$ cat config.mk
export PLATFORM = sky130hd
export DESIGN_NAME = ymodem_frame_receiver_flat
export DESIGN_NICKNAME = d
export VERILOG_FILES = /design/src/ymfr_pkg.sv /design/src/ymfr_if.sv /design/src/ymfr_front.sv /design/src/ymfr_queue.sv /design/src/ymfr_back.sv /design/src/ymodem_frame_receiver.sv /design/src/flat_wrapper.sv
export VERILOG_INCLUDE_DIRS = /design/src /design/src/src
export SDC_FILE = /design/constraint.sdc
export NUM_CORES = 1
export LEC_CHECK = 0
export ABC_CLOCK_PERIOD_IN_PS = 6100
export BUFFER_PORTS_ARGS = -buffer_cell sky130_fd_sc_hd__buf_2
export CORE_MARGIN = 3
export CORE_UTILIZATION = 40
export CTS_CLUSTER_DIAMETER = 100
export DETAILED_ROUTE_END_ITERATION = 10
export MAX_ROUTING_LAYER = met4
export PLACE_DENSITY = 0.7
export SKIP_LAST_GASP = 1
export SYNTH_ARGS = -nofsm -noshare
export SYNTH_HDL_FRONTEND = slang
export SYNTH_HIERARCHICAL = 1
export SYNTH_SLANG_ARGS = --single-unit
$ cat constraint.sdc
create_clock -name clk -period 6.1 [get_ports clk]
set_input_delay 1.525 -clock clk [delete_from_list [all_inputs] [get_ports clk]]
set_output_delay 1.525 -clock clk [all_outputs]
set_load 0.01 [all_outputs]
$ cat src/ymodem_frame_receiver_macros.svh
// Assertion macros for the YMODEM frame receiver RTL.
`ifndef YMODEM_FRAME_RECEIVER_MACROS_SVH
`define YMODEM_FRAME_RECEIVER_MACROS_SVH

`ifndef SYNTH
// Same-cycle implication, disabled during reset.
`define YMFR_ASSERT_NOW(lbl, ante, cons) \
  lbl: assert property (@(posedge clk) disable iff (rst) (ante) |-> (cons)) \
    else $error("ymfr check failed");
// Next-cycle implication, disabled during reset.
`define YMFR_ASSERT_NEXT(lbl, ante, cons) \
  lbl: assert property (@(posedge clk) disable iff (rst) (ante) |=> (cons)) \
    else $error("ymfr check failed");
`else
`define YMFR_ASSERT_NOW(lbl, ante, cons)
`define YMFR_ASSERT_NEXT(lbl, ante, cons)
`endif

`endif

$ cat src/ymfr_pkg.sv
// Shared types and protocol constants for the YMODEM frame receiver.
`default_nettype none
package ymfr_pkg;

  // YMODEM control characters
  localparam logic [7:0] CODE_SOH = 8'h01;
  localparam logic [7:0] CODE_STX = 8'h02;
  localparam logic [7:0] CODE_EOT = 8'h04;
  localparam logic [7:0] CODE_ACK = 8'h06;
  localparam logic [7:0] CODE_NAK = 8'h15;
  localparam logic [7:0] CODE_C   = 8'h43;

  // Result actions
  localparam logic [1:0] ACT_SEND  = 2'd0;
  localparam logic [1:0] ACT_ERASE = 2'd1;
  localparam logic [1:0] ACT_WRITE = 2'd2;
  localparam logic [1:0] ACT_DONE  = 2'd3;

  // Item kinds
  localparam logic MODE_BYTE = 1'b0;
  localparam logic MODE_TICK = 1'b1;

  // Configuration register indexes
  localparam logic [7:0] REG_APP_BASE  = 8'd0;
  localparam logic [7:0] REG_ERASE_CNT = 8'd1;
  localparam logic [7:0] REG_TIMEOUT   = 8'd2;
  localparam logic [7:0] REG_END_BYTE  = 8'd3;

  localparam int unsigned SMALL_BLOCK = 128;
  localparam int unsigned LARGE_BLOCK = 1024;

  localparam int unsigned QUEUE_DEPTH = 4;
  localparam int unsigned QUEUE_AW    = $clog2(QUEUE_DEPTH);

  localparam logic [15:0] IDLE_MAX = 16'hFFFF;

  // Settings used by the protocol engine
  typedef struct packed {
    logic [31:0] app_base_address;
    logic [7:0]  erase_sector_count;
    logic [7:0]  end_response_byte;
  } ymfr_cfg_t;

  // Closed frame handed from the front end to the queue
  typedef struct packed {
    logic       push;
    logic [7:0] first_byte;
  } ymfr_frame_t;

  // Queue status seen by both sides
  typedef struct packed {
    logic       full;
    logic       empty;
    logic [7:0] head_byte;
  } ymfr_qstat_t;

endpackage
`default_nettype wire

$ cat src/ymfr_if.sv
// Valid/ready channel interfaces of the YMODEM frame receiver.
`default_nettype none

interface ymfr_in_if;
  logic       valid;
  logic       ready;
  logic       mode;
  logic [7:0] rx_byte;
  modport source (output valid, output mode, output rx_byte, input ready);
  modport sink (input valid, input mode, input rx_byte, output ready);
endinterface

interface ymfr_out_if;
  logic        valid;
  logic        ready;
  logic [1:0]  action;
  logic [7:0]  response_byte;
  logic [31:0] flash_address;
  logic [10:0] amount;
  logic        last;
  modport source (output valid, output action, output response_byte,
                  output flash_address, output amount, output last, input ready);
  modport sink (input valid, input action, input response_byte,
                input flash_address, input amount, input last, output ready);
endinterface

interface ymfr_cfg_if;
  logic        valid;
  logic        ready;
  logic [7:0]  reg_index;
  logic [31:0] wdata;
  modport source (output valid, output reg_index, output wdata, input ready);
  modport sink (input valid, input reg_index, input wdata, output ready);
endinterface

`default_nettype wire

$ cat src/ymfr_front.sv
// Frame assembly: counts bytes, runs the idle gap timer, closes frames.
`default_nettype none
module ymfr_front import ymfr_pkg::*; #(
  parameter int unsigned FRAME_CAPACITY = 2048
) (
  input  wire logic        clk,
  input  wire logic        rst,
  ymfr_in_if.sink          item,
  input  wire logic [15:0] idle_timeout_ticks,
  input  wire ymfr_qstat_t qstat,
  output ymfr_frame_t      frame
);

  localparam int unsigned LEN_W = $clog2(FRAME_CAPACITY + 1);
  localparam logic [LEN_W-1:0] CAP = LEN_W'(FRAME_CAPACITY);

  logic [7:0]       first_byte;
  logic [LEN_W-1:0] frame_length;
  logic [15:0]      idle_ticks;
  logic             running;
  logic [15:0]      idle_inc;
  logic             accept;
  logic             closing;

  assign item.ready = !qstat.full;
  assign accept     = item.valid && item.ready;
  assign idle_inc   = (idle_ticks < IDLE_MAX) ? idle_ticks + 16'd1 : idle_ticks;
  assign closing    = accept && (item.mode == MODE_TICK) && running &&
                      (idle_inc >= idle_timeout_ticks);

  assign frame.push       = closing && (frame_length != '0);
  assign frame.first_byte = first_byte;

  always_ff @(posedge clk) begin
    if (rst) begin
      frame_length <= '0;
      idle_ticks   <= '0;
      running      <= 1'b0;
    end else if (accept) begin
      if (item.mode == MODE_BYTE) begin
        if (frame_length < CAP) begin
          frame_length <= frame_length + LEN_W'(1);
        end
        idle_ticks <= '0;
        running    <= 1'b1;
      end else if (running) begin
        if (closing) begin
          running      <= 1'b0;
          idle_ticks   <= '0;
          frame_length <= '0;
        end else begin
          idle_ticks <= idle_inc;
        end
      end
    end
  end

  // First byte of a frame: only read while the frame length is nonzero
  always_ff @(posedge clk) begin
    if (accept && item.mode == MODE_BYTE && frame_length == '0) begin
      first_byte <= item.rx_byte;
    end
  end

endmodule
`default_nettype wire

$ cat src/ymfr_queue.sv
// Short queue of closed frames between the front end and the protocol engine.
`default_nettype none
module ymfr_queue import ymfr_pkg::*; (
  input  wire logic        clk,
  input  wire logic        rst,
  input  wire ymfr_frame_t frame,
  input  wire logic        pop,
  output ymfr_qstat_t      qstat
);

  logic [7:0]          slots [QUEUE_DEPTH];
  logic [QUEUE_AW-1:0] wr_ptr;
  logic [QUEUE_AW-1:0] rd_ptr;
  logic [QUEUE_AW:0]   count;
  logic                do_push;
  logic                do_pop;

  assign qstat.full      = (count == (QUEUE_AW+1)'(QUEUE_DEPTH));
  assign qstat.empty     = (count == '0);
  assign qstat.head_byte = slots[rd_ptr];

  assign do_push = frame.push && !qstat.full;
  assign do_pop  = pop && !qstat.empty;

  always_ff @(posedge clk) begin
    if (rst) begin
      wr_ptr <= '0;
      rd_ptr <= '0;
      count  <= '0;
    end else begin
      if (do_push) wr_ptr <= wr_ptr + QUEUE_AW'(1);
      if (do_pop)  rd_ptr <= rd_ptr + QUEUE_AW'(1);
      if (do_push && !do_pop) begin
        count <= count + (QUEUE_AW+1)'(1);
      end else if (do_pop && !do_push) begin
        count <= count - (QUEUE_AW+1)'(1);
      end
    end
  end

  always_ff @(posedge clk) begin
    if (do_push) begin
      slots[wr_ptr] <= frame.first_byte;
    end
  end

endmodule
`default_nettype wire

$ cat src/ymfr_back.sv
// Protocol engine: YMODEM phases, one result per clock unless stalled.
`default_nettype none
`include "ymodem_frame_receiver_macros.svh"
module ymfr_back import ymfr_pkg::*; (
  input  wire logic        clk,
  input  wire logic        rst,
  input  wire ymfr_cfg_t   cfg,
  input  wire ymfr_qstat_t qstat,
  output logic             pop,
  ymfr_out_if.source       result
);

  localparam logic [1:0] PH_START = 2'd0;
  localparam logic [1:0] PH_DATA  = 2'd1;
  localparam logic [1:0] PH_EOT2  = 2'd2;
  localparam logic [1:0] PH_CLOSE = 2'd3;

  logic [1:0]  phase;
  logic [1:0]  phase_next;
  logic [31:0] write_address;
  logic [31:0] write_address_next;
  logic [1:0]  step;

  logic        emit;
  logic [1:0]  r_action;
  logic [7:0]  r_byte;
  logic [31:0] r_addr;
  logic [10:0] r_amount;
  logic        r_last;
  logic        slot_free;
  logic        go;
  logic        done;
  logic [7:0]  head;
  logic [10:0] blk_size;

  logic        ovalid;
  logic [1:0]  o_action;
  logic [7:0]  o_byte;
  logic [31:0] o_addr;
  logic [10:0] o_amount;
  logic        o_last;

  assign head      = qstat.head_byte;
  assign slot_free = !ovalid || result.ready;
  assign go        = !qstat.empty && slot_free;
  assign done      = r_last || !emit;
  assign pop       = go && done;
  assign blk_size  = (head == CODE_SOH) ? 11'(SMALL_BLOCK) : 11'(LARGE_BLOCK);

  // Result number "step" of the frame at the queue head
  always_comb begin
    emit               = 1'b0;
    r_action           = ACT_SEND;
    r_byte             = 8'h00;
    r_addr             = 32'h0;
    r_amount           = 11'd0;
    r_last             = 1'b0;
    phase_next         = phase;
    write_address_next = write_address;
    case (phase)
      PH_START: begin
        if (head == CODE_SOH) begin
          emit = 1'b1;
          case (step)
            2'd0: begin
              r_action           = ACT_ERASE;
              r_addr             = cfg.app_base_address;
              r_amount           = {3'b000, cfg.erase_sector_count};
              write_address_next = cfg.app_base_address;
            end
            2'd1: r_byte = CODE_ACK;
            default: begin
              r_byte     = CODE_C;
              r_last     = 1'b1;
              phase_next = PH_DATA;
            end
          endcase
        end
      end
      PH_DATA: begin
        if (head == CODE_SOH || head == CODE_STX) begin
          emit = 1'b1;
          if (step == 2'd0) begin
            r_action           = ACT_WRITE;
            r_addr             = write_address;
            r_amount           = blk_size;
            write_address_next = write_address + {21'd0, blk_size};
          end else begin
            r_byte = CODE_ACK;
            r_last = 1'b1;
          end
        end else if (head == CODE_EOT) begin
          emit       = 1'b1;
          r_byte     = CODE_NAK;
          r_last     = 1'b1;
          phase_next = PH_EOT2;
        end else begin
          // drop the frame and fall back to waiting for a start frame
          phase_next = PH_START;
        end
      end
      PH_EOT2: begin
        if (head == CODE_EOT) begin
          emit = 1'b1;
          if (step == 2'd0) begin
            r_byte = CODE_ACK;
          end else begin
            r_byte     = CODE_C;
            r_last     = 1'b1;
            phase_next = PH_CLOSE;
          end
        end
      end
      default: begin
        if (head == CODE_SOH) begin
          emit = 1'b1;
          case (step)
            2'd0: r_byte = CODE_ACK;
            2'd1: r_byte = cfg.end_response_byte;
            default: begin
              r_action   = ACT_DONE;
              r_last     = 1'b1;
              phase_next = PH_START;
            end
          endcase
        end
      end
    endcase
  end

  always_ff @(posedge clk) begin
    if (rst) begin
      phase         <= PH_START;
      write_address <= 32'h0;
      step          <= 2'd0;
      ovalid        <= 1'b0;
    end else begin
      if (go) begin
        write_address <= write_address_next;
        if (done) begin
          phase <= phase_next;
          step  <= 2'd0;
        end else begin
          step <= step + 2'd1;
        end
      end
      if (go && emit) begin
        ovalid <= 1'b1;
      end else if (result.ready) begin
        ovalid <= 1'b0;
      end
    end
  end

  always_ff @(posedge clk) begin
    if (go && emit) begin
      o_action <= r_action;
      o_byte   <= r_byte;
      o_addr   <= r_addr;
      o_amount <= r_amount;
      o_last   <= r_last;
    end
  end

  assign result.valid         = ovalid;
  assign result.action        = o_action;
  assign result.response_byte = o_byte;
  assign result.flash_address = o_addr;
  assign result.amount        = o_amount;
  assign result.last          = o_last;

  `YMFR_ASSERT_NOW(a_step_range, 1'b1, step != 2'd3)
  `YMFR_ASSERT_NEXT(a_phase_only_on_pop, !pop, phase == $past(phase))
  `YMFR_ASSERT_NEXT(a_step_clear_after_pop, pop, step == 2'd0)
  `YMFR_ASSERT_NOW(a_no_emit_when_blocked, go && emit, slot_free && !qstat.empty)

endmodule
`default_nettype wire

$ cat src/ymodem_frame_receiver.sv
// Top level of the YMODEM frame receiver: config registers and block wiring.
`default_nettype none
// The receiver takes one item per clock on the item channel: a UART byte
// (mode 0) or a time tick (mode 1). Bytes build up a frame of which only the
// first byte and a length saturating at FRAME_CAPACITY are kept; a frame
// closes on the tick that brings the idle count since its last byte up to
// idle_timeout_ticks. Closed frames go into a four-entry queue and the
// protocol engine turns each one into zero to three results (erase, block
// write, response bytes, done mark), one result per clock, through a
// registered output stage; the last result of a frame has last set. The
// item channel takes a transfer every clock as long as the frame queue has
// room. It stalls when the queue fills: either the result side is held off,
// or frames close faster than the engine can emit their results (a frame can
// close every second item at a zero timeout and cause up to three results,
// while the engine emits one result per clock). With the queue and the
// output stage free, the frame closed by a tick is queued and the engine
// then registers its first result in the output stage, raising result
// valid. Configuration writes are accepted every clock; write them only
// while no frame is in flight. Unknown register index writes are dropped.
module ymodem_frame_receiver import ymfr_pkg::*; #(
  parameter int unsigned FRAME_CAPACITY = 2048
) (
  input wire logic   clk,
  input wire logic   rst,
  ymfr_in_if.sink    item,
  ymfr_out_if.source result,
  ymfr_cfg_if.sink   cfg
);

  logic [31:0] app_base_address;
  logic [7:0]  erase_sector_count;
  logic [15:0] idle_timeout_ticks;
  logic [7:0]  end_response_byte;

  ymfr_cfg_t   back_cfg;
  ymfr_frame_t frame;
  ymfr_qstat_t qstat;
  logic        pop;

  // Always take configuration transfers
  assign cfg.ready = 1'b1;

  always_ff @(posedge clk) begin
    if (rst) begin
      app_base_address   <= 32'h0801_0000;
      erase_sector_count <= 8'd8;
      idle_timeout_ticks <= 16'd10;
      end_response_byte  <= 8'h4F;
    end else if (cfg.valid && cfg.ready) begin
      case (cfg.reg_index)
        REG_APP_BASE:  app_base_address   <= cfg.wdata;
        REG_ERASE_CNT: erase_sector_count <= cfg.wdata[7:0];
        REG_TIMEOUT:   idle_timeout_ticks <= cfg.wdata[15:0];
        REG_END_BYTE:  end_response_byte  <= cfg.wdata[7:0];
        default: ;
      endcase
    end
  end

  assign back_cfg.app_base_address   = app_base_address;
  assign back_cfg.erase_sector_count = erase_sector_count;
  assign back_cfg.end_response_byte  = end_response_byte;

  // Front end: frame assembly and gap timer
  ymfr_front #(
    .FRAME_CAPACITY(FRAME_CAPACITY)
  ) u_front (
    .clk                (clk),
    .rst                (rst),
    .item               (item),
    .idle_timeout_ticks (idle_timeout_ticks),
    .qstat              (qstat),
    .frame              (frame)
  );

  // Closed-frame queue
  ymfr_queue u_queue (
    .clk   (clk),
    .rst   (rst),
    .frame (frame),
    .pop   (pop),
    .qstat (qstat)
  );

  // Back end: protocol phases and result sequencing
  ymfr_back u_back (
    .clk    (clk),
    .rst    (rst),
    .cfg    (back_cfg),
    .qstat  (qstat),
    .pop    (pop),
    .result (result)
  );

endmodule
`default_nettype wire
$ cat src/flat_wrapper.sv
// flat-port wrapper written by rule: the top's interface ports become plain ports
module ymodem_frame_receiver_flat import ymfr_pkg::*;
#(
  parameter int unsigned FRAME_CAPACITY = 2048
)
  (clk, rst, item_valid, item_mode, item_rx_byte, item_ready, result_valid, result_action, result_response_byte, result_flash_address, result_amount, result_last, result_ready, cfg_valid, cfg_reg_index, cfg_wdata, cfg_ready);
  ymfr_in_if item_i ();
  ymfr_out_if result_i ();
  ymfr_cfg_if cfg_i ();
  input wire logic clk;
  input wire logic rst;
  input wire logic [$bits(item_i.valid)-1:0] item_valid;
  input wire logic [$bits(item_i.mode)-1:0] item_mode;
  input wire logic [$bits(item_i.rx_byte)-1:0] item_rx_byte;
  output wire logic [$bits(item_i.ready)-1:0] item_ready;
  output wire logic [$bits(result_i.valid)-1:0] result_valid;
  output wire logic [$bits(result_i.action)-1:0] result_action;
  output wire logic [$bits(result_i.response_byte)-1:0] result_response_byte;
  output wire logic [$bits(result_i.flash_address)-1:0] result_flash_address;
  output wire logic [$bits(result_i.amount)-1:0] result_amount;
  output wire logic [$bits(result_i.last)-1:0] result_last;
  input wire logic [$bits(result_i.ready)-1:0] result_ready;
  input wire logic [$bits(cfg_i.valid)-1:0] cfg_valid;
  input wire logic [$bits(cfg_i.reg_index)-1:0] cfg_reg_index;
  input wire logic [$bits(cfg_i.wdata)-1:0] cfg_wdata;
  output wire logic [$bits(cfg_i.ready)-1:0] cfg_ready;
  assign item_i.valid = item_valid;
  assign item_i.mode = item_mode;
  assign item_i.rx_byte = item_rx_byte;
  assign item_ready = item_i.ready;
  assign result_valid = result_i.valid;
  assign result_action = result_i.action;
  assign result_response_byte = result_i.response_byte;
  assign result_flash_address = result_i.flash_address;
  assign result_amount = result_i.amount;
  assign result_last = result_i.last;
  assign result_i.ready = result_ready;
  assign cfg_i.valid = cfg_valid;
  assign cfg_i.reg_index = cfg_reg_index;
  assign cfg_i.wdata = cfg_wdata;
  assign cfg_ready = cfg_i.ready;
  ymodem_frame_receiver #(.FRAME_CAPACITY(FRAME_CAPACITY)) u_core (.clk(clk), .rst(rst), .item(item_i), .result(result_i), .cfg(cfg_i));
endmodule
**Word-level counts from Yosys, hierarchy flattened**

Memories as Yosys holds them, arrays and structs flattened. A register that Yosys moved wholly into a read port is not among the register bits.
Index checks and enable logic that the tools add are counted.

- Eq/ne operators: 21
- Bitwise operators: 1
- Shift operators: 0
- $mul: 0
- Reduce and logical (&&, ||, !) cells: 43
- Order comparisons: 3
- $add $sub $neg: 8
- Div/mod/pow operators: 0
- Multiplexer cells: 72

Operator list:

| cell | count |
|---|---|
| 32-bit 2-to-1 mux | 8 |
| 32-bit one-hot mux with 2 select lines | 2 |
| 16-bit 2-to-1 mux | 4 |
| 12-bit 2-to-1 mux | 4 |
| 11-bit 2-to-1 mux | 3 |
| 32-bit by 11-bit adder with 32-bit output | 1 |
| 8-bit 2-to-1 mux | 4 |
| 2-bit 2-to-1 mux | 15 |
| 8-bit by 2-bit equality test with 1-bit output, second input constant | 3 |
| 8-bit one-hot mux with 3 select lines | 1 |
| 11-bit one-hot mux with 2 select lines | 1 |
| 7-bit 2-to-1 mux | 3 |
| 1-bit 2-to-1 mux | 17 |
| 16-bit by 1-bit adder with 16-bit output, second input constant | 1 |
| 8-bit by 1-bit equality test with 1-bit output, second input constant | 2 |
| 16-bit greater-or-equal comparator | 1 |
| 16-bit < comparator, second input constant | 1 |
| 2-bit inequality test, second input constant | 8 |
| 8-bit one-hot mux with 2 select lines | 1 |
| 1-bit logical AND | 14 |
| 7-bit one-hot mux with 2 select lines | 1 |
| 12-bit by 1-bit adder with 12-bit output, second input constant | 1 |
| 12-bit logical NOT | 1 |
| 12-bit < comparator, second input constant | 1 |
| other kinds (27) | 50 |

- Memories: 1
- Register bits after elaboration: 199
- Latch bits: 0
- Logic and storage cells: 169
- Bits in writable memories: 32
- ROM bits: 0
- Bits of input ports: 54
- Output and inout bits: 57

Memories:

| name | words | bits a word | rd ports | clocked after Yosys merged registers in | write ports | RTL line | source |
|---|---|---|---|---|---|---|---|
| u_core.u_queue.slots | 4 | 8 | 1 | 1 | 1 | ymfr_queue.sv:11 | `logic [7:0] slots [QUEUE_DEPTH];` |

**Longest topological paths before layout**

Gate-level depths: netlist of the first run.

- Word-level depth: 12
- Depth in mapped cells: 21
- Gate-level depth less buffers: 21

**Modules after synthesis**

The synthesis of the first run kept the hierarchy.

Modules (own cells, without submodules):

| module | area each (um^2) | cells each | seq. area each (um^2) | instances |
|---|---|---|---|---|
| ymfr_back | 4819.6 | 493 | 2302.2 | 1 |
| ymodem_frame_receiver | 2747.6 | 255 | 1281.2 | 1 |
| ymfr_front | 2376.0 | 272 | 820.8 | 1 |
| ymfr_queue | 1620.3 | 90 | 1141.1 | 1 |

**Worst setup path before layout of the first run**

OpenSTA, ideal clock, no wires.

- Path type: reg-to-reg
- From: reg (tool-made name)
- To: reg u_core.u_back.o_action[0] (netlist: u_core/u_back/result.action[0]), enable pin
- Buffers on the path: 2
- Required time: 5.572 ns
- Clock period less this slack: 6.238 ns
- Cell stages (with the launch flop): 8
- Setup time: 0.528 ns
- Arrival: 5.710 ns
- Slack: -0.138 ns
- Path through: dfxtp_1 -> buf_2 -> mux4_2 -> buf_6 -> or4b_2 -> o41ai_1 -> o21ai_0 -> nor3_1

RTL lines:

| item | RTL line | source |
|---|---|---|
| to (signal assigned) | ymfr_back.sv:157 | `o_action <= r_action;` |
| to (decl) | ymfr_back.sv:37 | `logic [1:0] o_action;` |

==> impl_metrics.csv, run 1 <==
group,metric,value,unit
logic_synthesis,synth_cells,1110,
setup_path,path_cells,"and4_1, nand3_1, nor3_1, nand3_1, mux2_2, ha_1, nand4_1, or3_1, a2111oi_4, nor2_1, nand4_1, and3_1, inv_1, nor2_2, ha_1, inv_1, fa_1, xor2_1, or3_1, a21oi_1",
clock_tree,clk_pin_slew,0.06,ns
place,io_buffers,107,
global_routing,grt_pass1_vias,8184,
sta,clock.fmax,0.199,GHz
setup_path,crit_required,6.55,ns
sta,slew_headroom,23.8,%
global_routing,grt_remaining_overflow,0,
drt,wl,27600,um
place,pre_cts_slack,1.11,ns
setup_path,critPathArrivalTime,5.47,ns
final_layout,finalNonFillerCells,1585,
logic_synthesis,synth_seq_cells,231,
setup_path,startpoint_type,"flop",
setup_path,crit_fanout,10,
drt,detail-route-antenna-nets,0,
logic_synthesis,synthesis.area,11600,sq um
power,combPwrFrac,2.6,%
final_layout,drive_gt1_share,16.3,%
sta,hold-worst-slack,0.451,ns
final_layout,postLayoutCoreUtil,46.8,%
floorplanning,start_util,41.1,%
floorplanning,core-area,28200,sq um
power,switching_share,20.8,%
clock_tree,clock_latency,0.55,ns
sta,skew,0.0255,ns
place,hpwl,19000,um
place,dp.cells,1539,
clock_tree,cts_hold_buf,0,
power,cellPowerDensity,246,nW/um^2
setup_path,worstSetupEndpointType,"flop",
clock_tree,cts-root-buf,"clkbuf_16",
run_status,status,"finished clean",
clock_tree,clock_sinks,231,
final_layout,multi_input_area,5510,sq um
clock_tree,cts_resized,0,
logic_synthesis,seq_area_frac_synth,48.0,%
floorplanning,num_io_pins,111,
global_routing,grt_pass1_wl,43600,um
sta,fin_ws,1.08,ns
logic_synthesis,avgSynthCellArea,10.4,sq um
floorplanning,die_x,176,um
drt,wl_per_cell,17.4,um
floorplanning,rows,61,
logic_synthesis,async_reset_ff_share,0,%
clock_tree,cts_buffer_depth,3,
power,power,3.24,mW
flow_run,max-cap-violations,0,
place,place_congestion,0.874,
sta,final.setup.tns,0,ns
final_layout,fill_cells,2599,
global_routing,grtUsageTotal,17.6,%
clock_tree,cts_tree,"built",
logic_synthesis,ys_types,96,
clock_tree,h-tree-depth,1,
sta,min_period_over_period,82.3,%
power,p_seq_share,49.6,%
sta,rsz0062_at_grt,"false",
logic_synthesis,synth_edf_count,92,
power,ir_drop,0.218,mV
drt,vias_per_cell,5.50,
final_layout,final_nets,1277,
sta,hold_violations,0,
final_layout,syn_to_final_growth,13.9,%
place,placed_cell_area,12300,sq um
drt,drt-pass1-iter-count,5,
drt,drc,0,
power,p_sw,675,uW
floorplanning,fp.dieArea,31000,sq um
drt,drtIter0Drc,652,
sta,setup_violations,0,
clock_tree,post_cts_buffers,0,
setup_path,cp_slowest_cell,"dfxtp_1",
setup_path,path_class,"reg2reg",
worst_hold_path,min_path_type,"reg2reg",
drt,vias,8712,
power,internal_power,2.56,mW
power,pwr-share-clk,47.8,%
final_layout,diodes,0,
sta,min_period,5.02,ns
sta,finalMaxSlewViolations,0,
logic_synthesis,synth_ff_type,"dfxtp_1",
logic_synthesis,ys.warnings.count,6,
global_routing,antenna_found_initial,0,
power,p_leak,5.00,nW
final_layout,regArea,5550,sq um
final_layout,final_area,13200,sq um
floorplanning,fp.dieH,176,um
sta,worst_pin_slew,1.14,ns
clock_tree,cts_made_buffers,25,
setup_path,max_stage_delay,0.50,ns
global_routing,grt_start_max_net_pins,98,
## flip-flops by register name, indices dropped and copies added, names as in the netlist, named ones only
register                            flops
u_core/erase_sector_count               8
u_core/end_response_byte                8
u_core/u_queue/count                    3
u_core/u_back/result.flash_address     32
u_core/u_back/result.valid              1
u_core/u_back/result.response_byte      8
u_core/u_back/step                      2
u_core/u_back/result.amount             9
u_core/u_queue/wr_ptr                   2
u_core/u_back/write_address            32
u_core/u_front/first_byte               8
u_core/u_back/result.action             2
u_core/u_queue/slots                   32
u_core/u_back/result.last               1
u_core/u_queue/rd_ptr                   2
u_core/idle_timeout_ticks              16
u_core/u_front/running                  1
u_core/u_back/phase                     2
u_core/app_base_address                32
u_core/u_front/idle_ticks              16
u_core/u_front/frame_length            12
## cell usage after synthesis, types with 10 or more instances
master	number	area, sq um
dfxtp_1	139	2780
nand2b_1	94	588
edfxtp_1	92	2760
mux2i_1	71	711
nor2_1	70	263
nand2_1	52	195
a21oi_1	51	255
clkbuf_1	46	173
inv_1	44	165
nand3_1	36	180
a22o_1	35	307
ha_1	34	425
nor3_1	30	150
o21ai_0	26	130
nand4_1	23	144
and3_1	18	113
and2_1	16	100
a31oi_1	11	68.8
nor2b_1	11	68.8
xor2_1	11	96.3
a22oi_1	10	75.1
## power groups by stage
stage	Clock [mW]	Combinational, mW	Sequential [mW]
2_1_floorplan	0	0.0510	1.64
3_5_place_dp	0	0.0858	1.64
6_report	1.55	0.0856	1.61
4_1_cts	1.58	0.0862	1.61
3_3_place_gp	0	0.0854	1.64
5_1_grt	1.65	0.0932	1.61
## cell families (layout without fill, tap and decap cells)
kind of cell / Yosys count / in the layout / synth area share (%)
other cells: 2 / 3 / 0.0649
xor+xnor: 16 / 16 / 1.21
simple gates: 413 / 413 / 20.5
mux: 84 / 84 / 8.19
flops: 231 / 231 / 48.0
compound gates: 217 / 217 / 13.7
fa+ha+maj: 35 / 35 / 3.85
buf+inv: 112 / 208 / 4.59
## layout by cell type, fill, tap and decap left out, types with 6 or more instances in the layout
cell,count
o21a_1,6
o21ai_0,26
inv_1,44
nor4_1,8
nor2b_1,11
or4_1,6
and2_1,16
buf_4,10
nor3_1,28
a31oi_1,11
mux2i_1,71
o32ai_1,6
o211ai_1,7
nand4_1,23
buf_2,106
and3_1,18
or3_1,8
clkbuf_1,7
clkbuf_16,25
xor2_1,11
and4_1,7
a22oi_1,10
a22o_1,35
dfxtp_1,139
edfxtp_1,92
ha_1,34
nor2_1,69
nand2b_1,94
nand3_1,36
nor4b_1,8
mux4_2,8
nand2_1,52
a21oi_1,51
## metal layers
metal	GRT usage [%]	up-vias	part of all wire [%]	wire, um
met4	5.08	0	2.8	760
met5	-	-	0	0
met2	27.7	265	47	12900
met3	2.37	49	5.1	1400
met1	23.9	4147	45	12500
li1	-	4251	-	-
## critical path, delay by kind of cell (launching register included)
| family | cells | cell delay [ns] |
|---|---|---|
| simple gates | 11 | 2.41 |
| compound gates | 2 | 0.55 |
| mux | 1 | 0.31 |
| xor+xnor | 1 | 0.16 |
| fa+ha+maj | 3 | 0.89 |
| flops | 1 | 0.50 |
| buf+inv | 2 | 0.12 |
## worst paths after layout
kind | startpoint | end | slack (ns) | depth (start not counted)
max | u_core/u_front/idle_ticks[4]$_SDFFE_PP0P_ | u_core/u_queue/count[2]$_SDFFE_PP0P_ | 1.08 | 20
min | u_core/u_back/write_address[1]$_SDFFE_PP0P_ | u_core/u_back/write_address[1]$_SDFFE_PP0P_ | 0.45 | 2
max reg2reg | u_core/u_front/idle_ticks[4]$_SDFFE_PP0P_ | u_core/u_queue/count[2]$_SDFFE_PP0P_ | 1.08 | 20
min reg2reg | u_core/u_back/write_address[1]$_SDFFE_PP0P_ | u_core/u_back/write_address[1]$_SDFFE_PP0P_ | 0.45 | 2
## final cells by class
type | instances | share of cell area [%]
inverters | 45 | 1.28
multi-input cells | 768 | 41.8
clock buffers | 35 | 5.26
clock inverters | 11 | 1.18
repair buffers | 117 | 4.75
flip-flops and latches | 231 | 42.1
well taps | 378 | 3.59
Note: power is estimated with default switching activity, not from simulation.
==> run 2, diff against run 1 <==
--- a/config.mk
+++ b/config.mk
@@ -6,7 +6,7 @@
 export SDC_FILE = /design/constraint.sdc
 export NUM_CORES = 1
 export LEC_CHECK = 0
-export ABC_CLOCK_PERIOD_IN_PS = 6100
+export ABC_CLOCK_PERIOD_IN_PS = 4200
 export BUFFER_PORTS_ARGS = -buffer_cell sky130_fd_sc_hd__buf_2
 export CORE_MARGIN = 3
 export CORE_UTILIZATION = 40
==> constraint.sdc (replaced) <==
create_clock -name clk -period 4.2 [get_ports clk]
set_input_delay 1.05 -clock clk [delete_from_list [all_inputs] [get_ports clk]]
set_output_delay 1.05 -clock clk [all_outputs]
set_load 0.01 [all_outputs]
==> run 2 against run 1 <==
Against the previous run: clock skew fell by 0.012 ns; worst setup slack got worse by 0.93 ns; worst hold slack got worse by 0.0010 ns; critical path depth did not move; combinational power rose by 50%; count of clock-buffer cells in the layout rose by 3; clock power rose by 56%; first-iteration DRC count rose by 20%; sequential power rose by 45%; fmax rose by 24%; cell area rose by 4.8%; critical endpoint unchanged; largest cell class is now multi-input gates; highest routed layer unchanged.
==> impl_metrics.csv, run 2 (synthesis results as in run 1) <==
group,metric,value,unit
worst_hold_path,hold_start,"u_core/u_back/write_address[1]$_SDFFE_PP0P_",
floorplanning,rows,61,
power,internal_power,3.83,mW
global_routing,grt_remaining_overflow,0,
drt,drc,0,
clock_tree,cts_hold_buf,0,
place,dp.cells,1574,
setup_path,crit_top_cell,"nand4_1",
power,power,4.88,mW
setup_path,max_stage_delay,0.38,ns
place,place_congestion,0.853,
floorplanning,die_x,176,um
floorplanning,core-area,28200,sq um
final_layout,final_nets,1322,
global_routing,grtUsageTotal,18.1,%
power,switching_share,21.5,%
run_status,status,"finished clean",
setup_path,reg2reg_slack,0.15,ns
setup_path,cp_slowest_cell,"a2111oi_4",
place,hpwl,19800,um
sta,clock.fmax,0.247,GHz
worst_hold_path,min_path_type,"reg2reg",
clock_tree,cts_made_buffers,27,
setup_path,regToRegStartpoint,"u_core/u_front/idle_ticks[0]$_SDFFE_PP0P_",
worst_hold_path,holdPathStages,2,
floorplanning,start_util,41.1,%
clock_tree,clock_sinks,231,
drt,wl_per_cell,17.5,um
global_routing,grt_start_max_net_pins,81,
sta,setup_violations,0,
flow_run,max-cap-violations,0,
power,p_leak,5.34,nW
final_layout,finalNonFillerCells,1632,
setup_path,crit_required,4.67,ns
power,pwr-share-clk,49.6,%
drt,vias_per_cell,5.50,
floorplanning,fp.dieArea,31000,sq um
power,p_sw,1.05,mW
final_layout,drive_gt1_share,22.7,%
sta,skew,0.0132,ns
final_layout,final_common_cell,"dfxtp_1",
drt,vias,8980,
setup_path,cp_num_buf_inv,3,
final_layout,syn_to_final_growth,19.4,%
clock_tree,clk_pin_slew,0.06,ns
power,combPwrFrac,2.6,%
floorplanning,num_io_pins,111,
setup_path,path_cells,"ha_4, and3_2, a21oi_2, buf_4, nand4_1, xnor2_1, ha_1, nand4_1, a2111oi_4, nor2_1, nand4_1, and3_1, inv_2, nor2_4, ha_2, inv_1, fa_2, xor2_1, or3_1, a21oi_2",
clock_tree,cts-root-buf,"clkbuf_16",
drt,drt-pass1-iter-count,7,
drt,wl,28500,um
clock_tree,clock_latency,0.54,ns
power,ir_drop,0.327,mV
setup_path,worstSetupEndpointType,"flop",
sta,hold_violations,0,
global_routing,grt_pass1_vias,8312,
sta,min_period,4.05,ns
final_layout,final_cell_mix,"dfxtp_1, buf_2, nand2b_1, edfxtp_1, mux2i_1",
worst_hold_path,worstHoldEndpoint,"u_core/u_back/write_address[1]$_SDFFE_PP0P_",
drt,drtIter0Drc,782,
clock_tree,cts_buffer_depth,3,
drt,detail-route-antenna-nets,0,
sta,worst_pin_slew,0.908,ns
place,io_buffers,107,
clock_tree,h-tree-depth,1,
sta,rsz0062_at_grt,"true",
sta,min_period_over_period,96.4,%
setup_path,startpoint_type,"flop",
global_routing,antenna_found_initial,0,
setup_path,regToRegEndpoint,"u_core/u_queue/count[2]$_SDFFE_PP0P_",
setup_path,critPathArrivalTime,4.52,ns
setup_path,path_class,"reg2reg",
global_routing,grt_pass1_wl,44700,um
power,cellPowerDensity,353,nW/um^2
sta,slew_headroom,39.0,%
floorplanning,fp.dieH,176,um
sta,finalMaxSlewViolations,0,
setup_path,crit_fanout,5,
clock_tree,cts_tree,"built",
setup_path,rr_worst_depth,20,
final_layout,diodes,0,
power,p_seq_share,47.7,%
setup_path,crit_family,"simple AND/OR/NAND/NOR gates",
## run 2: cell types whose count changed in the layout (fill, tap and decap cells not counted), moves of 4 or more
cell,before,now
buf_4,10,53
dfxtp_1,139,123
dfxtp_2,0,9
clkbuf_16,25,33
dfxtp_4,0,7
nand3_1,36,31
clkbuf_1,7,3
nand3_4,0,4
## run 2: layout make-up
cell class	instances	area (sq um)
Inverter	45	169
Timing Repair Buffer	160	948
Multi-Input combinational cell	768	5670
Sequential cell	231	5580
Clock buffer	38	865
Clock inverter	12	98.8
Fill cell	2546	14400
Tap cell	378	473
## run 2: what timing repair did
action | CTS | global route
pin swaps | 3 | 9
endpoints found under the setup margin | 1 | 2
setup buffers | 3 | 5
gates resized for setup | 9 | 20
## run 2: worst reg2reg max path, stage by stage, from the launching register on
cell and delay [ns]:
dfxtp_2 0.35, ha_4 0.18, and3_2 0.26, a21oi_2 0.18, buf_4 0.16, nand4_1 0.14, xnor2_1 0.19, ha_1 0.33
nand4_1 0.18, a2111oi_4 0.38, nor2_1 0.09, nand4_1 0.10, and3_1 0.18, inv_2 0.05, nor2_4 0.08, ha_2 0.19
inv_1 0.05, fa_2 0.33, xor2_1 0.15, or3_1 0.32, a21oi_2 0.12
## run 2: power groups by stage
stage | Sequential, mW | Combinational [mW] | Clock, mW
floorplan | 2.38 | 0.0742 | 0
global placement | 2.38 | 0.128 | 0
detailed placement | 2.38 | 0.128 | 0
CTS | 2.33 | 0.129 | 2.48
global route | 2.33 | 0.140 | 2.58
finish | 2.33 | 0.128 | 2.42
## run 2: worst max-delay path by stage
stage,from,to,slack [ns],cells after the start
2_1_floorplan,u_core/u_front/idle_ticks[4]$_SDFFE_PP0P_,u_core/u_queue/count[2]$_SDFFE_PP0P_,-0.11,21
3_3_place_gp,u_core/u_front/idle_ticks[5]$_SDFFE_PP0P_,u_core/u_queue/count[2]$_SDFFE_PP0P_,0.01,20
3_5_place_dp,u_core/u_front/idle_ticks[4]$_SDFFE_PP0P_,u_core/u_queue/count[2]$_SDFFE_PP0P_,-0.10,20
4_1_cts,u_core/u_front/idle_ticks[14]$_SDFFE_PP0P_,u_core/u_queue/count[2]$_SDFFE_PP0P_,0.01,20
5_1_grt,u_core/u_front/idle_ticks[14]$_SDFFE_PP0P_,u_core/u_queue/count[2]$_SDFFE_PP0P_,-0.10,20
6_report,u_core/u_front/idle_ticks[0]$_SDFFE_PP0P_,u_core/u_queue/count[2]$_SDFFE_PP0P_,0.15,20
## run 2: layer usage
| layer | GRT usage, % | wire (um) | vias to the layer above |
|---|---|---|---|
| met5 | - | 0 | - |
| met4 | 4.42 | 591 | 0 |
| met3 | 2.24 | 1460 | 33 |
| met2 | 29.1 | 13600 | 281 |
| met1 | 24.6 | 12800 | 4332 |
| li1 | - | - | 4334 |
## run 2: metrics by stage
stage | area (sq um) | setup TNS [ns] | setup WS (ns) | utilization [%] | hold slack, ns
floorplan | 11700 | -0.110 | -0.110 | - | 0.432
global placement | 12700 | 0 | 0.0140 | 45.0 | 0.437
detailed placement | 12700 | -0.101 | -0.101 | 45.0 | 0.444
CTS | 13700 | 0 | 0.0109 | 48.6 | 0.453
global route | 13800 | -0.103 | -0.103 | 49.0 | 0.469
finish | 13800 | 0 | 0.151 | 49.0 | 0.450
==> run 3, diff against run 2 <==
--- a/config.mk
+++ b/config.mk
@@ -8,12 +8,14 @@
 export LEC_CHECK = 0
 export ABC_CLOCK_PERIOD_IN_PS = 4200
 export BUFFER_PORTS_ARGS = -buffer_cell sky130_fd_sc_hd__buf_2
+export CELL_PAD_IN_SITES_DETAIL_PLACEMENT = 1
+export CELL_PAD_IN_SITES_GLOBAL_PLACEMENT = 2
 export CORE_MARGIN = 3
-export CORE_UTILIZATION = 40
+export CORE_UTILIZATION = 35
 export CTS_CLUSTER_DIAMETER = 100
 export DETAILED_ROUTE_END_ITERATION = 10
 export MAX_ROUTING_LAYER = met4
-export PLACE_DENSITY = 0.7
+export PLACE_DENSITY = 0.86
 export SKIP_LAST_GASP = 1
 export SYNTH_ARGS = -nofsm -noshare
 export SYNTH_HDL_FRONTEND = slang
==> run 3 against run 2 <==
Against the previous run: power decreased by 0.85%; sequential power is essentially flat; wire length grew 14%; via count grew 0.46%; global-route usage increased by 0.62 points; cell area is 0.12% higher; clock power is 2% lower; first-iteration DRC count shrank 37%.
==> impl_metrics.csv, run 3 (synthesis results as in run 1) <==
group,metric,value,unit
drt,wl,32600,um
sta,skew,0.0211,ns
final_layout,final_cell_mix,"dfxtp_1, buf_2, nand2b_1, edfxtp_1, mux2i_1",
global_routing,grt_start_max_net_pins,123,
clock_tree,clock_sinks,231,
sta,setup_violations,0,
sta,rsz0062_at_grt,"true",
setup_path,regToRegEndpoint,"u_core/u_queue/count[2]$_SDFFE_PP0P_",
global_routing,grt_remaining_overflow,0,
power,p_sw,1.08,mW
drt,detail-route-antenna-nets,0,
clock_tree,cts_buffer_depth,3,
drt,wl_per_cell,19.3,um
clock_tree,h-tree-depth,1,
floorplanning,start_util,36.1,%
worst_hold_path,hold_start,"u_core/u_back/write_address[1]$_SDFFE_PP0P_",
global_routing,grt-busiest-layer,"met2",
final_layout,drive_gt1_share,22.3,%
power,power,4.83,mW
place,hpwl,22700,um
power,cellPowerDensity,350,nW/um^2
setup_path,path_class,"reg2reg",
sta,min_period,4.14,ns
clock_tree,cts_made_buffers,28,
final_layout,syn_to_final_growth,19.5,%
global_routing,grtUsageTotal,18.7,%
floorplanning,core-area,32000,sq um
setup_path,reg2reg_slack,0.06,ns
flow_run,max-cap-violations,0,
power,ir_drop,0.299,mV
sta,min_period_over_period,98.6,%
power,switching_share,22.4,%
floorplanning,fp.dieH,188,um
place,io_buffers,107,
setup_path,crit_required,4.68,ns
setup_path,crit_fanout,5,
final_layout,diodes,0,
run_status,status,"finished clean",
final_layout,final_common_cell,"dfxtp_1",
worst_hold_path,min_path_type,"reg2reg",
worst_hold_path,worstHoldEndpoint,"u_core/u_back/write_address[1]$_SDFFE_PP0P_",
final_layout,final_nets,1322,
sta,final.setup.tns,0,ns
global_routing,met1_usage,24.0,%
setup_path,critPathArrivalTime,4.62,ns
global_routing,grtUsageMet2,31.7,%
global_routing,grt_pass1_vias,9406,
sta,finalMaxSlewViolations,0,
floorplanning,die_x,188,um
floorplanning,num_io_pins,111,
setup_path,regToRegStartpoint,"u_core/u_front/idle_ticks[1]$_SDFFE_PP0P_",
sta,clock.fmax,0.241,GHz
place,place_congestion,0.832,
setup_path,rr_worst_depth,21,
power,p_seq_share,48.2,%
sta,slew_headroom,34.8,%
clock_tree,clk_pin_slew,0.06,ns
floorplanning,fp.dieArea,35300,sq um
global_routing,antenna_found_initial,0,
setup_path,startpoint_type,"flop",
power,pwr-share-clk,49.0,%
drt,vias_per_cell,5.34,
drt,drt-pass1-iter-count,4,
global_routing,use_met3,2.37,%
global_routing,grt_pass1_wl,52500,um
power,combPwrFrac,2.7,%
clock_tree,cts_tree,"built",
worst_hold_path,holdPathStages,2,
sta,worst_pin_slew,0.971,ns
drt,drc,0,
clock_tree,cts-root-buf,"clkbuf_16",
place,placed_cell_area,12800,sq um
power,internal_power,3.75,mW
setup_path,worstSetupEndpointType,"flop",
power,p_leak,5.32,nW
drt,vias,9021,
clock_tree,cts_hold_buf,0,
sta,hold_violations,0,
floorplanning,rows,65,
clock_tree,clock_latency,0.56,ns
final_layout,final_area,13800,sq um
drt,drtIter0Drc,496,
[run 3: cell count changes in the layout (fill, tap and decap cells not counted), moves of 2 or more]
cell / before / now
dfxtp_1: 123 / 129
dfxtp_4: 7 / 1
clkbuf_16: 33 / 29
clkinv_2: 4 / 7
nand3_2: 1 / 4
nand3_4: 4 / 1
buf_4: 53 / 51
ha_1: 31 / 29
ha_4: 2 / 4
inv_6: 0 / 2
[run 3: what timing repair did]
item / in CTS / in global routing
setup endpoints to repair: 1 / 7
gates cloned: 0 / 0
setup buffers: 3 / 1
pin swaps: 4 / 3
hold endpoints to repair: 0 / 0
resized for setup: 10 / 5
[run 3: power by group through the flow]
| stage | clock network (mW) | registers, mW | logic (mW) |
|---|---|---|---|
| finish | 2.37 | 2.33 | 0.133 |
| global route | 2.53 | 2.33 | 0.146 |
| CTS | 2.43 | 2.33 | 0.134 |
| detailed placement | 0 | 2.38 | 0.134 |
| global placement | 0 | 2.38 | 0.133 |
| floorplan | 0 | 2.38 | 0.0742 |
[run 3: metrics by stage]
step                hold slack (ns)  worst slack [ns]  util (%)  std cells
global placement              0.437            0.0305      39.9       1634
CTS                           0.453            0.0194      43.0       1689
detailed placement            0.444            -0.122      39.9       1634
finish                        0.451            0.0571      43.1       1690
global route                  0.475            -0.190      43.1       1690
floorplan                     0.432            -0.110         -       1111
[run 3: worst max-delay path: stages (launching register included)]
cell	delay, ns
dfxtp_2	0.35
ha_4	0.17
and3_1	0.19
buf_4	0.15
a21oi_2	0.16
buf_4	0.16
nand4_1	0.13
xnor2_1	0.20
ha_1	0.33
nand4_1	0.19
a2111oi_4	0.39
nor2_1	0.09
nand4_1	0.10
and3_1	0.17
inv_2	0.05
nor2_4	0.08
ha_2	0.18
inv_1	0.05
fa_2	0.33
xor2_1	0.16
or3_1	0.31
a21oi_1	0.12
[run 3: worst max-delay path by stage]
stage,end,depth (start not counted),startpoint,slack [ns]
finish,u_core/u_queue/count[2]$_SDFFE_PP0P_,21,u_core/u_front/idle_ticks[1]$_SDFFE_PP0P_,0.06
CTS,u_core/u_queue/count[2]$_SDFFE_PP0P_,21,u_core/u_front/idle_ticks[1]$_SDFFE_PP0P_,0.02
detailed placement,u_core/u_queue/count[2]$_SDFFE_PP0P_,20,u_core/u_front/idle_ticks[7]$_SDFFE_PP0P_,-0.12
floorplan,u_core/u_queue/count[2]$_SDFFE_PP0P_,21,u_core/u_front/idle_ticks[4]$_SDFFE_PP0P_,-0.11
global placement,u_core/u_queue/count[2]$_SDFFE_PP0P_,20,u_core/u_front/idle_ticks[6]$_SDFFE_PP0P_,0.03
global route,u_core/u_queue/count[2]$_SDFFE_PP0P_,21,u_core/u_front/idle_ticks[1]$_SDFFE_PP0P_,-0.19
[run 3: layout make-up]
type | count | area, sq um
inverters | 45 | 169
repair buffers | 159 | 953
clock inverters | 18 | 160
clock buffers | 34 | 764
fillers | 3576 | 18200
flip-flops and latches | 231 | 5560
multi-input cells | 768 | 5670
well taps | 435 | 544
[run 3: routing by layer]
layer  part of all wire [%]  wire (um)  vias to the layer above
met3                    3.4       1120                       51
met5                      0          0                        -
met4                    2.4        767                        0
met1                     45      14600                     4470
met2                     49      16100                      171
li1                       -          -                     4329
